### src/rtl/midi_byte_stream_parser_unit_defines.svh
// Assertion macros for the MIDI byte stream parser unit.
// Depends on nothing; files that check their own logic include it.
`ifndef MIDI_BYTE_STREAM_PARSER_UNIT_DEFINES_SVH
`define MIDI_BYTE_STREAM_PARSER_UNIT_DEFINES_SVH

// Same-cycle implication, sampled on the rising clock, off during reset.
`define MBSP_ASSERT_NOW(label, ante, cons) \
	label: assert property (@(posedge clk) disable iff (!arst_n) (ante) |-> (cons)) \
		else $error("mbsp check failed");

// Next-cycle implication, sampled on the rising clock, off during reset.
`define MBSP_ASSERT_NEXT(label, ante, cons) \
	label: assert property (@(posedge clk) disable iff (!arst_n) (ante) |=> (cons)) \
		else $error("mbsp check failed");

`endif

### src/rtl/mbsp_pkg.sv
// Shared types and helpers for the MIDI byte stream parser unit.
// Depends on nothing; every module of the unit imports it.
package mbsp_pkg;

	// Message length class of the running status.
	typedef enum logic [1:0] {
		RT_UNDEF = 2'd0,
		RT_ONE   = 2'd1,
		RT_TWO   = 2'd2,
		RT_SYS   = 2'd3
	} run_type_t;

	localparam logic [3:0] KIND_NOTE_OFF  = 4'h8;
	localparam logic [3:0] KIND_NOTE_ON   = 4'h9;
	localparam logic [3:0] KIND_POLY_AT   = 4'hA;
	localparam logic [3:0] KIND_CTRL      = 4'hB;
	localparam logic [3:0] KIND_PROGRAM   = 4'hC;
	localparam logic [3:0] KIND_CHAN_AT   = 4'hD;
	localparam logic [3:0] KIND_PITCH     = 4'hE;
	localparam logic [3:0] KIND_SYSTEM    = 4'hF;

	// Real-time bytes are 0xF8 and above: top five bits all set.
	localparam logic [4:0] REALTIME_PREFIX = 5'h1F;

	// One result item as it leaves the unit.
	typedef struct packed {
		logic       echo_valid;
		logic [7:0] echo_byte;
		logic       cmd_valid;
		logic [3:0] cmd_kind;
		logic [3:0] cmd_channel;
		logic [6:0] cmd_data1;
		logic [6:0] cmd_data2;
	} result_t;

	// Handshake state between the input register and the result register.
	typedef struct packed {
		logic valid_s1;
		logic advance;
	} stage_ctrl_t;

	function automatic run_type_t kind_type(input logic [3:0] kind);
		run_type_t t;
		unique case (kind)
			KIND_NOTE_OFF, KIND_NOTE_ON, KIND_POLY_AT, KIND_CTRL, KIND_PITCH: t = RT_TWO;
			KIND_PROGRAM, KIND_CHAN_AT: t = RT_ONE;
			KIND_SYSTEM: t = RT_SYS;
			default: t = RT_UNDEF;
		endcase
		return t;
	endfunction

endpackage

### src/rtl/mbsp_in_stage.sv
// Input register of the MIDI byte stream parser unit.
// Depends on mbsp_pkg.
module mbsp_in_stage
	import mbsp_pkg::*;
(
	input  logic       clk,
	input  logic       arst_n,
	input  logic       in_valid,
	output logic       in_ready,
	input  logic [7:0] rx_byte,
	input  logic       advance,
	output logic       valid_s1,
	output logic [7:0] byte_s1
);

	logic in_xfer;

	// The slot frees up in the same cycle its byte moves on.
	assign in_ready = !valid_s1 || advance;
	assign in_xfer  = in_valid && in_ready;

	always_ff @(posedge clk or negedge arst_n) begin
		if (!arst_n) begin
			valid_s1 <= 1'b0;
		end else begin
			valid_s1 <= in_xfer || (valid_s1 && !advance);
		end
	end

	always_ff @(posedge clk) begin
		if (in_xfer) begin
			byte_s1 <= rx_byte;
		end
	end

endmodule

### src/rtl/mbsp_parser.sv
// Running status parser: holds the status context and the thru setting
// and forms one result per byte. Depends on mbsp_pkg.
module mbsp_parser
	import mbsp_pkg::*;
(
	input  logic        clk,
	input  logic        arst_n,
	input  logic        cfg_wen,
	input  logic        cfg_wdata,
	input  stage_ctrl_t ctrl,
	input  logic [7:0]  byte_s1,
	output result_t     result
);

	logic       thru_q;
	logic [3:0] run_kind_q, run_kind_d;
	run_type_t  run_type_q, run_type_d;
	logic [3:0] run_channel_q, run_channel_d;
	logic [6:0] held_data1_q, held_data1_d;
	logic       second_pending_q, second_pending_d;
	logic       is_realtime;

	assign is_realtime = (byte_s1[7:3] == REALTIME_PREFIX);

	// Next context.
	always_comb begin
		run_kind_d       = run_kind_q;
		run_type_d       = run_type_q;
		run_channel_d    = run_channel_q;
		held_data1_d     = held_data1_q;
		second_pending_d = second_pending_q;
		if (!is_realtime) begin
			if (byte_s1[7]) begin
				run_kind_d       = byte_s1[7:4];
				run_channel_d    = byte_s1[3:0];
				run_type_d       = kind_type(byte_s1[7:4]);
				held_data1_d     = '0;
				second_pending_d = 1'b0;
			end else begin
				unique case (run_type_q)
					RT_ONE: held_data1_d = byte_s1[6:0];
					RT_TWO: begin
						if (second_pending_q) begin
							second_pending_d = 1'b0;
						end else begin
							held_data1_d     = byte_s1[6:0];
							second_pending_d = 1'b1;
						end
					end
					default: ;
				endcase
			end
		end
	end

	// Result for the byte in the input register.
	always_comb begin
		result            = '0;
		result.echo_byte  = byte_s1;
		result.echo_valid = is_realtime || thru_q;
		if (!is_realtime && !byte_s1[7]) begin
			unique case (run_type_q)
				RT_ONE: begin
					result.cmd_valid   = 1'b1;
					result.cmd_kind    = run_kind_q;
					result.cmd_channel = run_channel_q;
					result.cmd_data1   = byte_s1[6:0];
				end
				RT_TWO: begin
					if (second_pending_q) begin
						result.cmd_valid   = 1'b1;
						result.cmd_kind    = run_kind_q;
						result.cmd_channel = run_channel_q;
						result.cmd_data1   = held_data1_q;
						result.cmd_data2   = byte_s1[6:0];
					end
				end
				default: ;
			endcase
		end
	end

	always_ff @(posedge clk or negedge arst_n) begin
		if (!arst_n) begin
			thru_q           <= 1'b1;
			run_kind_q       <= '0;
			run_type_q       <= RT_UNDEF;
			run_channel_q    <= '0;
			held_data1_q     <= '0;
			second_pending_q <= 1'b0;
		end else begin
			if (cfg_wen) begin
				thru_q <= cfg_wdata;
			end
			if (ctrl.advance) begin
				run_kind_q       <= run_kind_d;
				run_type_q       <= run_type_d;
				run_channel_q    <= run_channel_d;
				held_data1_q     <= held_data1_d;
				second_pending_q <= second_pending_d;
			end
		end
	end

endmodule

### src/rtl/mbsp_out_stage.sv
// Result register of the MIDI byte stream parser unit; decides when the
// input register may move on. Depends on mbsp_pkg.
module mbsp_out_stage
	import mbsp_pkg::*;
(
	input  logic    clk,
	input  logic    arst_n,
	input  logic    valid_s1,
	input  result_t result,
	output logic    advance,
	output logic    out_valid,
	input  logic    out_ready,
	output result_t res_s2
);

	// Move when the result slot is empty or being emptied this cycle.
	assign advance = valid_s1 && (!out_valid || out_ready);

	always_ff @(posedge clk or negedge arst_n) begin
		if (!arst_n) begin
			out_valid <= 1'b0;
		end else begin
			out_valid <= advance || (out_valid && !out_ready);
		end
	end

	always_ff @(posedge clk) begin
		if (advance) begin
			res_s2 <= result;
		end
	end

endmodule

### src/rtl/midi_byte_stream_parser_unit.sv
// Top level of the MIDI byte stream parser unit.
// Depends on mbsp_pkg, mbsp_in_stage, mbsp_parser, mbsp_out_stage and the
// assertion macros in midi_byte_stream_parser_unit_defines.svh.
//
// This unit takes one received MIDI byte per transfer on the input channel and
// returns exactly one result per byte on the output channel. Every result
// carries an echo flag and the byte itself for MIDI thru: real-time bytes
// (0xF8 and above) are always flagged for echo, all others only while
// thru_enable is set (reset value 1, written through cfg_wen and cfg_wdata;
// the user must write it only while the unit is idle, a rule the unit leaves
// unchecked). Status bytes set the running status (kind, channel, message
// length) and drop any half-received message; data bytes complete messages
// under running status, one data byte for kinds C and D, two for kinds 8, 9,
// A, B and E. A completed message raises cmd_valid with kind, channel and
// data; otherwise the command fields read zero. Data bytes after a system
// status or before any status produce no command. A byte is held in the input
// register and then moves into the result register, from which its result is
// offered. With the output side ready the unit takes one byte every cycle.
// While a finished result waits in the result register, one more byte can be
// taken into the input register; it is parsed in the cycle the waiting result
// transfers. The running status context advances only when a byte moves from
// the input register into the result register. Reset is asynchronous and
// active low.
`include "midi_byte_stream_parser_unit_defines.svh"

module midi_byte_stream_parser_unit
	import mbsp_pkg::*;
(
	input  logic       clk,
	input  logic       arst_n,
	// Configuration: thru_enable.
	input  logic       cfg_wen,
	input  logic       cfg_wdata,
	// Input channel.
	input  logic       in_valid,
	output logic       in_ready,
	input  logic [7:0] rx_byte,
	// Output channel.
	output logic       out_valid,
	input  logic       out_ready,
	output logic       echo_valid,
	output logic [7:0] echo_byte,
	output logic       cmd_valid,
	output logic [3:0] cmd_kind,
	output logic [3:0] cmd_channel,
	output logic [6:0] cmd_data1,
	output logic [6:0] cmd_data2
);

	logic        valid_s1;
	logic [7:0]  byte_s1;
	logic        advance;
	stage_ctrl_t ctrl;
	result_t     result;
	result_t     res_s2;
	logic        cmd_fields_clear;

	assign ctrl.valid_s1 = valid_s1;
	assign ctrl.advance  = advance;

	// Input register: holds the byte of the last accepted transfer.
	mbsp_in_stage u_in_stage (
		.clk      (clk),
		.arst_n   (arst_n),
		.in_valid (in_valid),
		.in_ready (in_ready),
		.rx_byte  (rx_byte),
		.advance  (advance),
		.valid_s1 (valid_s1),
		.byte_s1  (byte_s1)
	);

	// Parser: running status context and the result for the held byte.
	mbsp_parser u_parser (
		.clk       (clk),
		.arst_n    (arst_n),
		.cfg_wen   (cfg_wen),
		.cfg_wdata (cfg_wdata),
		.ctrl      (ctrl),
		.byte_s1   (byte_s1),
		.result    (result)
	);

	// Result register: parts the output handshake from the parser.
	mbsp_out_stage u_out_stage (
		.clk       (clk),
		.arst_n    (arst_n),
		.valid_s1  (valid_s1),
		.result    (result),
		.advance   (advance),
		.out_valid (out_valid),
		.out_ready (out_ready),
		.res_s2    (res_s2)
	);

	assign echo_valid  = res_s2.echo_valid;
	assign echo_byte   = res_s2.echo_byte;
	assign cmd_valid   = res_s2.cmd_valid;
	assign cmd_kind    = res_s2.cmd_kind;
	assign cmd_channel = res_s2.cmd_channel;
	assign cmd_data1   = res_s2.cmd_data1;
	assign cmd_data2   = res_s2.cmd_data2;

	assign cmd_fields_clear = (cmd_kind == 4'h0) && (cmd_channel == 4'h0) &&
		(cmd_data1 == 7'h00) && (cmd_data2 == 7'h00);

	// A command only ever carries a channel message kind, 8 to E.
	`MBSP_ASSERT_NOW(a_cmd_kind_channel, out_valid && cmd_valid, cmd_kind[3] && (cmd_kind != KIND_SYSTEM))

	// Without a command the command fields are cleared.
	`MBSP_ASSERT_NOW(a_no_cmd_zero, out_valid && !cmd_valid, cmd_fields_clear)

	// A real-time byte is always echoed and never completes a message.
	`MBSP_ASSERT_NOW(a_realtime_echo, out_valid && (echo_byte[7:3] == REALTIME_PREFIX), echo_valid && !cmd_valid)

	// A byte that moves on is in the result register in the next cycle.
	`MBSP_ASSERT_NEXT(a_advance_lands, advance, out_valid)

endmodule
### config.mk
export PLATFORM = sky130hd
export DESIGN_NAME = midi_byte_stream_parser_unit
export DESIGN_NICKNAME = d
export VERILOG_FILES = /design/src/rtl/mbsp_pkg.sv /design/src/rtl/mbsp_in_stage.sv /design/src/rtl/mbsp_parser.sv /design/src/rtl/mbsp_out_stage.sv /design/src/rtl/midi_byte_stream_parser_unit.sv
export VERILOG_INCLUDE_DIRS = /design/src /design/src/rtl
export SDC_FILE = /design/constraint.sdc
export NUM_CORES = 1
export LEC_CHECK = 0
export ABC_AREA = 1
export BUFFER_PORTS_ARGS = -buffer_cell sky130_fd_sc_hd__buf_4
export CELL_PAD_IN_SITES_DETAIL_PLACEMENT = 1
export CELL_PAD_IN_SITES_GLOBAL_PLACEMENT = 2
export CORE_MARGIN = 4
export CORE_UTILIZATION = 37
export CTS_BUF_LIST = sky130_fd_sc_hd__clkbuf_8
export CTS_CLUSTER_SIZE = 16
export DETAILED_ROUTE_END_ITERATION = 12
export PLACE_DENSITY_LB_ADDON = 0.25
export SKIP_LAST_GASP = 1
export SLEW_MARGIN = 20
export SYNTH_ARGS = -nofsm -noshare
export SYNTH_HDL_FRONTEND = slang
export SYNTH_SLANG_ARGS = --single-unit
export TNS_END_PERCENT = 1
### constraint.sdc
create_clock -name clk -period 1.9 [get_ports clk]
set_input_delay 0.095 -clock clk [delete_from_list [all_inputs] [get_ports clk]]
set_output_delay 0.095 -clock clk [all_outputs]
set_load 0.02 [all_outputs]
# Yosys cells after proc, flatten, opt, wreduce, memory -nomap -nowiden

Memory sizes are Yosys's and may differ from the RTL's. A register that Yosys moved wholly into a read port is not among the register bits.
Index checks and enable logic that the tools add are counted.

Divide/modulo/power cells: 0
Reductions and logical operators: 23
$mul: 0
Multiplexer cells: 8
Add/subtract/negate cells: 0
Bitwise operators: 1
Shift operators: 0
Order comparisons: 0
Equal/unequal tests: 4

Operator list:

| kind                                                                   | count |
|---|---|
| 16-bit case mux with 2 select lines                                    | 1 |
| 23-bit 2-to-1 mux                                                      | 1 |
| 7-bit 2-to-1 mux                                                       | 2 |
| 7-bit case mux with 2 select lines                                     | 1 |
| 3-bit AND reduction                                                    | 3 |
| 1-bit logical NOT                                                      | 7 |
| 5-bit equality test (second input constant)                            | 1 |
| 1-bit logical AND                                                      | 5 |
| 1-bit logical OR                                                       | 5 |
| 4-bit AND reduction                                                    | 1 |
| 1-bit 2-to-1 mux                                                       | 3 |
| 3-bit != test (second input constant)                                  | 1 |
| 3-bit nonzero test                                                     | 1 |
| 2-bit by 1-bit equality test with 1-bit output (second input constant) | 1 |
| 2-bit equality test (second input constant)                            | 1 |
| 2-bit nonzero test                                                     | 1 |
| 1-bit inverter                                                         | 1 |

Logic and storage cells: 52
Bits in registers: 59
Memories: 1
Input port bits: 14
Output and inout port bits: 34
RAM bits: 0
Memory bits (read-only): 32
Bits in latches: 0

Memory list:

| memory          | depth | width | read ports | clocked after memory_dff | wr ports | line           | source |
|---|---|---|---|---|---|---|---|
| (no name shown) | 16    | 2     | 1          | 1                        | 0        | mbsp_pkg.sv:44 | `unique case (kind)` |

# Depth between registers and ports, before layout

Word-level depth: 6
Mapped depth: 10
Gate-level depth less buffers: 9

# Hierarchy

A second synthesis with hierarchy kept.

Cells, all modules: 216
Area total of the unflattened synthesis: 2514.9 um^2

By module, submodules not included:

| module         | area each (um^2) | seq. area each (um^2) | cells each | instances |
|---|---|---|---|---|
| mbsp_parser    | 1219.9           | 476.7                 | 164        | 1 |
| mbsp_out_stage | 1009.7           | 985.9                 | 38         | 1 |
| mbsp_in_stage  | 285.3            | 265.3                 | 14         | 1 |

# Worst setup path before layout

Ideal clock, no wire load.

Kind: reg-to-reg
Start point: register u_out_stage.out_valid
End point: register, netlist name u_out_stage.res_s2[0]
Slack: 0.444 ns
Path buffers: 1
Cell stages (with the launch flop): 3
Setup time: 0.347 ns
Clock period less this slack: 1.456 ns
Data arrival time: 1.109 ns
Required time: 1.553 ns
Cell sequence: dfrtp_1 a21oi_4 buf_4

Cells in the longest elaborated chain, start to end: 3

Ends and longest elaborated chain:

| what                   | line                               | source |
|---|---|---|
| start, declared        | mbsp_out_stage.sv:11               | `output logic out_valid,` |
| start signal, assigned | mbsp_out_stage.sv:23               | `out_valid <= advance \|\| (out_valid && !out_ready);` |
| 1-bit logical NOT      | mbsp_out_stage.sv:17               | `assign advance = valid_s1 && (!out_valid \|\| out_ready);` |
| 1-bit logical OR       | mbsp_out_stage.sv:17               |  |
| 1-bit logical AND      | mbsp_out_stage.sv:17               |  |
| net advance            | midi_byte_stream_parser_unit.sv:52 | `logic advance;` |

The timed path passes the listed nets, and every way through them passes these cells.
A chain may end at the register's enable or synchronous reset.

# Worst setup path after layout

Start point: register u_parser.run_type_q[0]
End point: register, netlist name u_out_stage.res_s2[20]

Cells in the longest elaborated chain, start to end: 2
Elaborated cells between the ends (all ways): 3
Classes of those cells: 2 x eq/ne; 1 x mux

Ends and longest elaborated chain:

| what                                                                                  | line              | source |
|---|---|---|
| start, declared                                                                       | mbsp_parser.sv:17 | `run_type_t run_type_q, run_type_d;` |
| 2-bit equality test or 2-bit by 1-bit equality test with 1-bit output (tied branches) | mbsp_parser.sv:62 | `unique case (run_type_q)` |
| 16-bit case mux with 2 select lines (*)                                               | mbsp_parser.sv:62 |  |

Every way passes the cells marked *; elsewhere a longest branch is shown, timed or not.

==> results.json <==
{
  "synth_nets": 224,
  "fmax_mhz": 636,
  "htree_levels": 3,
  "outcome": "finished clean",
  "slowest_stage": "dfrtp_1",
  "rows": 29,
  "grt_pass1_vias": 1833,
  "skew_ns": 0.00703,
  "portBuffers": 47,
  "root_buffer": "clkbuf_8",
  "worst_pin_slew_ns": 0.400,
  "antenna_found_initial": 0,
  "maxCapViolations": 0,
  "timing.final.ws_setup_ns": 0.329,
  "setup_tns_ns": 0,
  "leakage_nw": 1.45,
  "max_stage_delay_ns": 0.37,
  "cp-end-kind": "flop",
  "fin_cells": 358,
  "antenna_left": 0,
  "first_pass_iters": 4,
  "slew_headroom": 0.733,
  "cts-resized-gates": 0,
  "grt-ovfl-total": 0,
  "critPathKind": "flop to flop",
  "start_kind": "flop",
  "hpwl_um": 3430,
  "viasPerCell": 4.68,
  "clk_pin_slew_ns": 0.07,
  "dpl.cell_count": 330,
  "clockBufferDepth": 2,
  "cp_max_fo": 9,
  "drc": 0,
  "crit_chain": "inv_1 -> ha_1 -> nand2_1 -> inv_2 -> o21ai_2 -> nor2_1",
  "drive_gt1_frac": 0.306,
  "post_cts_buffers": 0,
  "min_period_over_period": 0.827,
  "core-area_sq_um": 6420,
  "drtIter0Drc": 68,
  "area_growth_pct": 31.4,
  "synth.distinct_cells": 24,
  "period_needed_ns": 1.57,
  "place_congestion": 0.695,
  "yosysSeqAreaShare": 0.700,
  "slew_viol_final": 0,
  "ys_warn_count": 0,
  "rsz0062_at_grt": "no",
  "routed-via-count": 1674,
  "die_h_um": 89.7,
  "dieArea_sq_um": 8050,
  "min_path_type": "primary input to flop",
  "irDropWorstVdd_mv": 0.436,
  "syn_avg_cell_area_sq_um": 11.9,
  "post-place-ws_ns": 0.294,
  "pin_count": 48,
  "dpl_cell_area_sq_um": 2920,
  "final_area_sq_um": 3240,
  "wl_per_cell_um": 14.3,
  "finalSetupViolCount": 0,
  "wirelength_um": 5100,
  "crit_required_ns": 1.97,
  "hold_viol": 0,
  "nets": 292,
  "grt_first_pass_wirelength_um": 8870,
  "die_width_um": 89.7,
  "diodes": 0,
  "p_per_area_nw_per_um2": 1040,
  "clk_latency_ns": 0.33,
  "cts_buffers": 9,
  "final_core_util": 0.505,
  "start_util": 0.385,
  "ys_seq_elements": 61,
  "cp_data_arrival_time_ns": 1.64,
  "grt_use_total": 0.139,
  "syn_inst": 208,
  "grt_max_degree": 44,
  "syn_area_sq_um": 2470,
  "cts_tree": "built",
  "clkSinkCount": 61
}
-- repair_timing --
| item | 4_1_cts | 5_1_grt |
|---|---|---|
| endpoints found under the hold margin | 31 | 0 |
| hold buffers | 12 | 0 |
| endpoints found under the setup margin | 0 | 0 |
-- stage by stage --
| step | power, mW | hold slack [ns] |
|---|---|---|
| final | 3.38 | 0.0653 |
| after global routing | 3.55 | 0.104 |
| after CTS | 3.42 | 0.0550 |
| after detailed placement | 2.19 | 0.00649 |
| after global placement | 2.17 | 0.00738 |
| after floorplan | 1.99 | -0.201 |
-- worst max-delay path: cells and delay by family (launching register included) --
family / cells / cell delay [ns]
and+or+nand+nor: 2 / 0.18
AOI/OAI and AO/OA: 1 / 0.35
adders and majority gates: 1 / 0.26
buffers and inverters: 2 / 0.15
DFF: 1 / 0.37
-- synth_stat cells --
master	n	area share
buf_2	2	0.0041
dfstp_2	1	0.011
nand2_1	50	0.076
o21ai_2	10	0.035
nand3_4	2	0.014
inv_2	3	0.0046
a21oi_4	1	0.0066
ha_1	2	0.010
dfrtp_1	20	0.20
buf_4	1	0.0030
clkinv_2	1	0.0020
nor2_1	24	0.036
nand3b_1	1	0.0030
nand2_2	2	0.0051
o211ai_1	1	0.0030
a21oi_1	7	0.014
nor2_4	2	0.0091
nand2_4	1	0.0046
nand3_1	1	0.0020
edfxtp_1	40	0.49
o21ai_0	2	0.0041
inv_1	25	0.038
nand4_1	8	0.020
buf_6	1	0.0046
-- kinds of logic (layout without fill, tap and decap cells) --
family                   after synthesis  count (layout)  synth area share
flip-flops                            61              61             0.700
adder cells (fa/ha/maj)                2               2            0.0101
AND/OR/NAND/NOR                       91              91             0.171
AO/OA/AOI/OAI                         21              21            0.0633
buffers and inverters                 33             106            0.0562
-- metal layers --
layer / global-route usage / share of wire / vias to the layer above
li1: - / - / 823
met1: 0.156 / 0.42 / 811
met2: 0.249 / 0.52 / 33
met3: 0.0459 / 0.048 / 7
met4: 0.0460 / 0.013 / 0
met5: 0 / 0 / -
-- final cells by class --
| type | instances | area [sq um] |
|---|---|---|
| tap | 77 | 96.3 |
| timing repair buffer | 61 | 500 |
| sequential | 61 | 1730 |
| multi-input combinational | 114 | 603 |
| clock inverter | 7 | 82.6 |
| fill | 705 | 3180 |
| clock buffer | 9 | 124 |
| inverter | 29 | 110 |
-- layout by cell type (no fill, tap or decap), drive strengths merged, types with 2 or more instances in the layout --
cell / count
a21oi: 8
buf: 49
bufinv: 2
clkbuf: 9
clkinv: 4
dfrtp: 20
dlygate4sd3: 12
edfxtp: 40
ha: 2
inv: 30
nand2: 53
nand3: 3
nand4: 8
nor2: 26
o21ai: 12
-- sequential cells by signal, summed over array words and instances (netlist names), 2 cells and up --
name / count
u_in_stage.byte_s1: 8
u_out_stage.res_s2: 32
u_parser.held_data1_q: 7
u_parser.run_channel_q: 4
u_parser.run_kind_q: 4
u_parser.run_type_q: 2
-- power breakdown --
group | total [mW] | internal (mW) | leakage [nW] | switching, mW
registers | 1.66 | 1.58 | 0.652 | 0.0799
logic | 0.510 | 0.196 | 0.678 | 0.313
clock network | 1.21 | 0.722 | 0.115 | 0.488
total | 3.38 | 2.50 | 1.45 | 0.882
-- path summary, 6_finish.rpt --
check	from	endpoint	slack, ns	cells past startpoint
worst max-delay path	u_parser.run_type_q[0]$_DFFE_PN0P_	u_out_stage.res_s2[20]$_SDFFCE_PN0P_	0.33	6
worst min-delay path	out_ready	u_out_stage.out_valid$_DFF_PN0_	0.07	4
worst max register to register	u_parser.run_type_q[0]$_DFFE_PN0P_	u_out_stage.res_s2[20]$_SDFFCE_PN0P_	0.33	6
worst min register to register	u_parser.run_kind_q[3]$_DFFE_PN0P_	u_parser.run_kind_q[3]$_DFFE_PN0P_	0.45	2
max in group asynchronous	arst_n	u_parser.thru_q$_DFFE_PN1P_	1.43	2
min in group asynchronous	arst_n	u_out_stage.out_valid$_DFF_PN0_	0.19	2
Note: power is estimated with default switching activity, not from simulation.
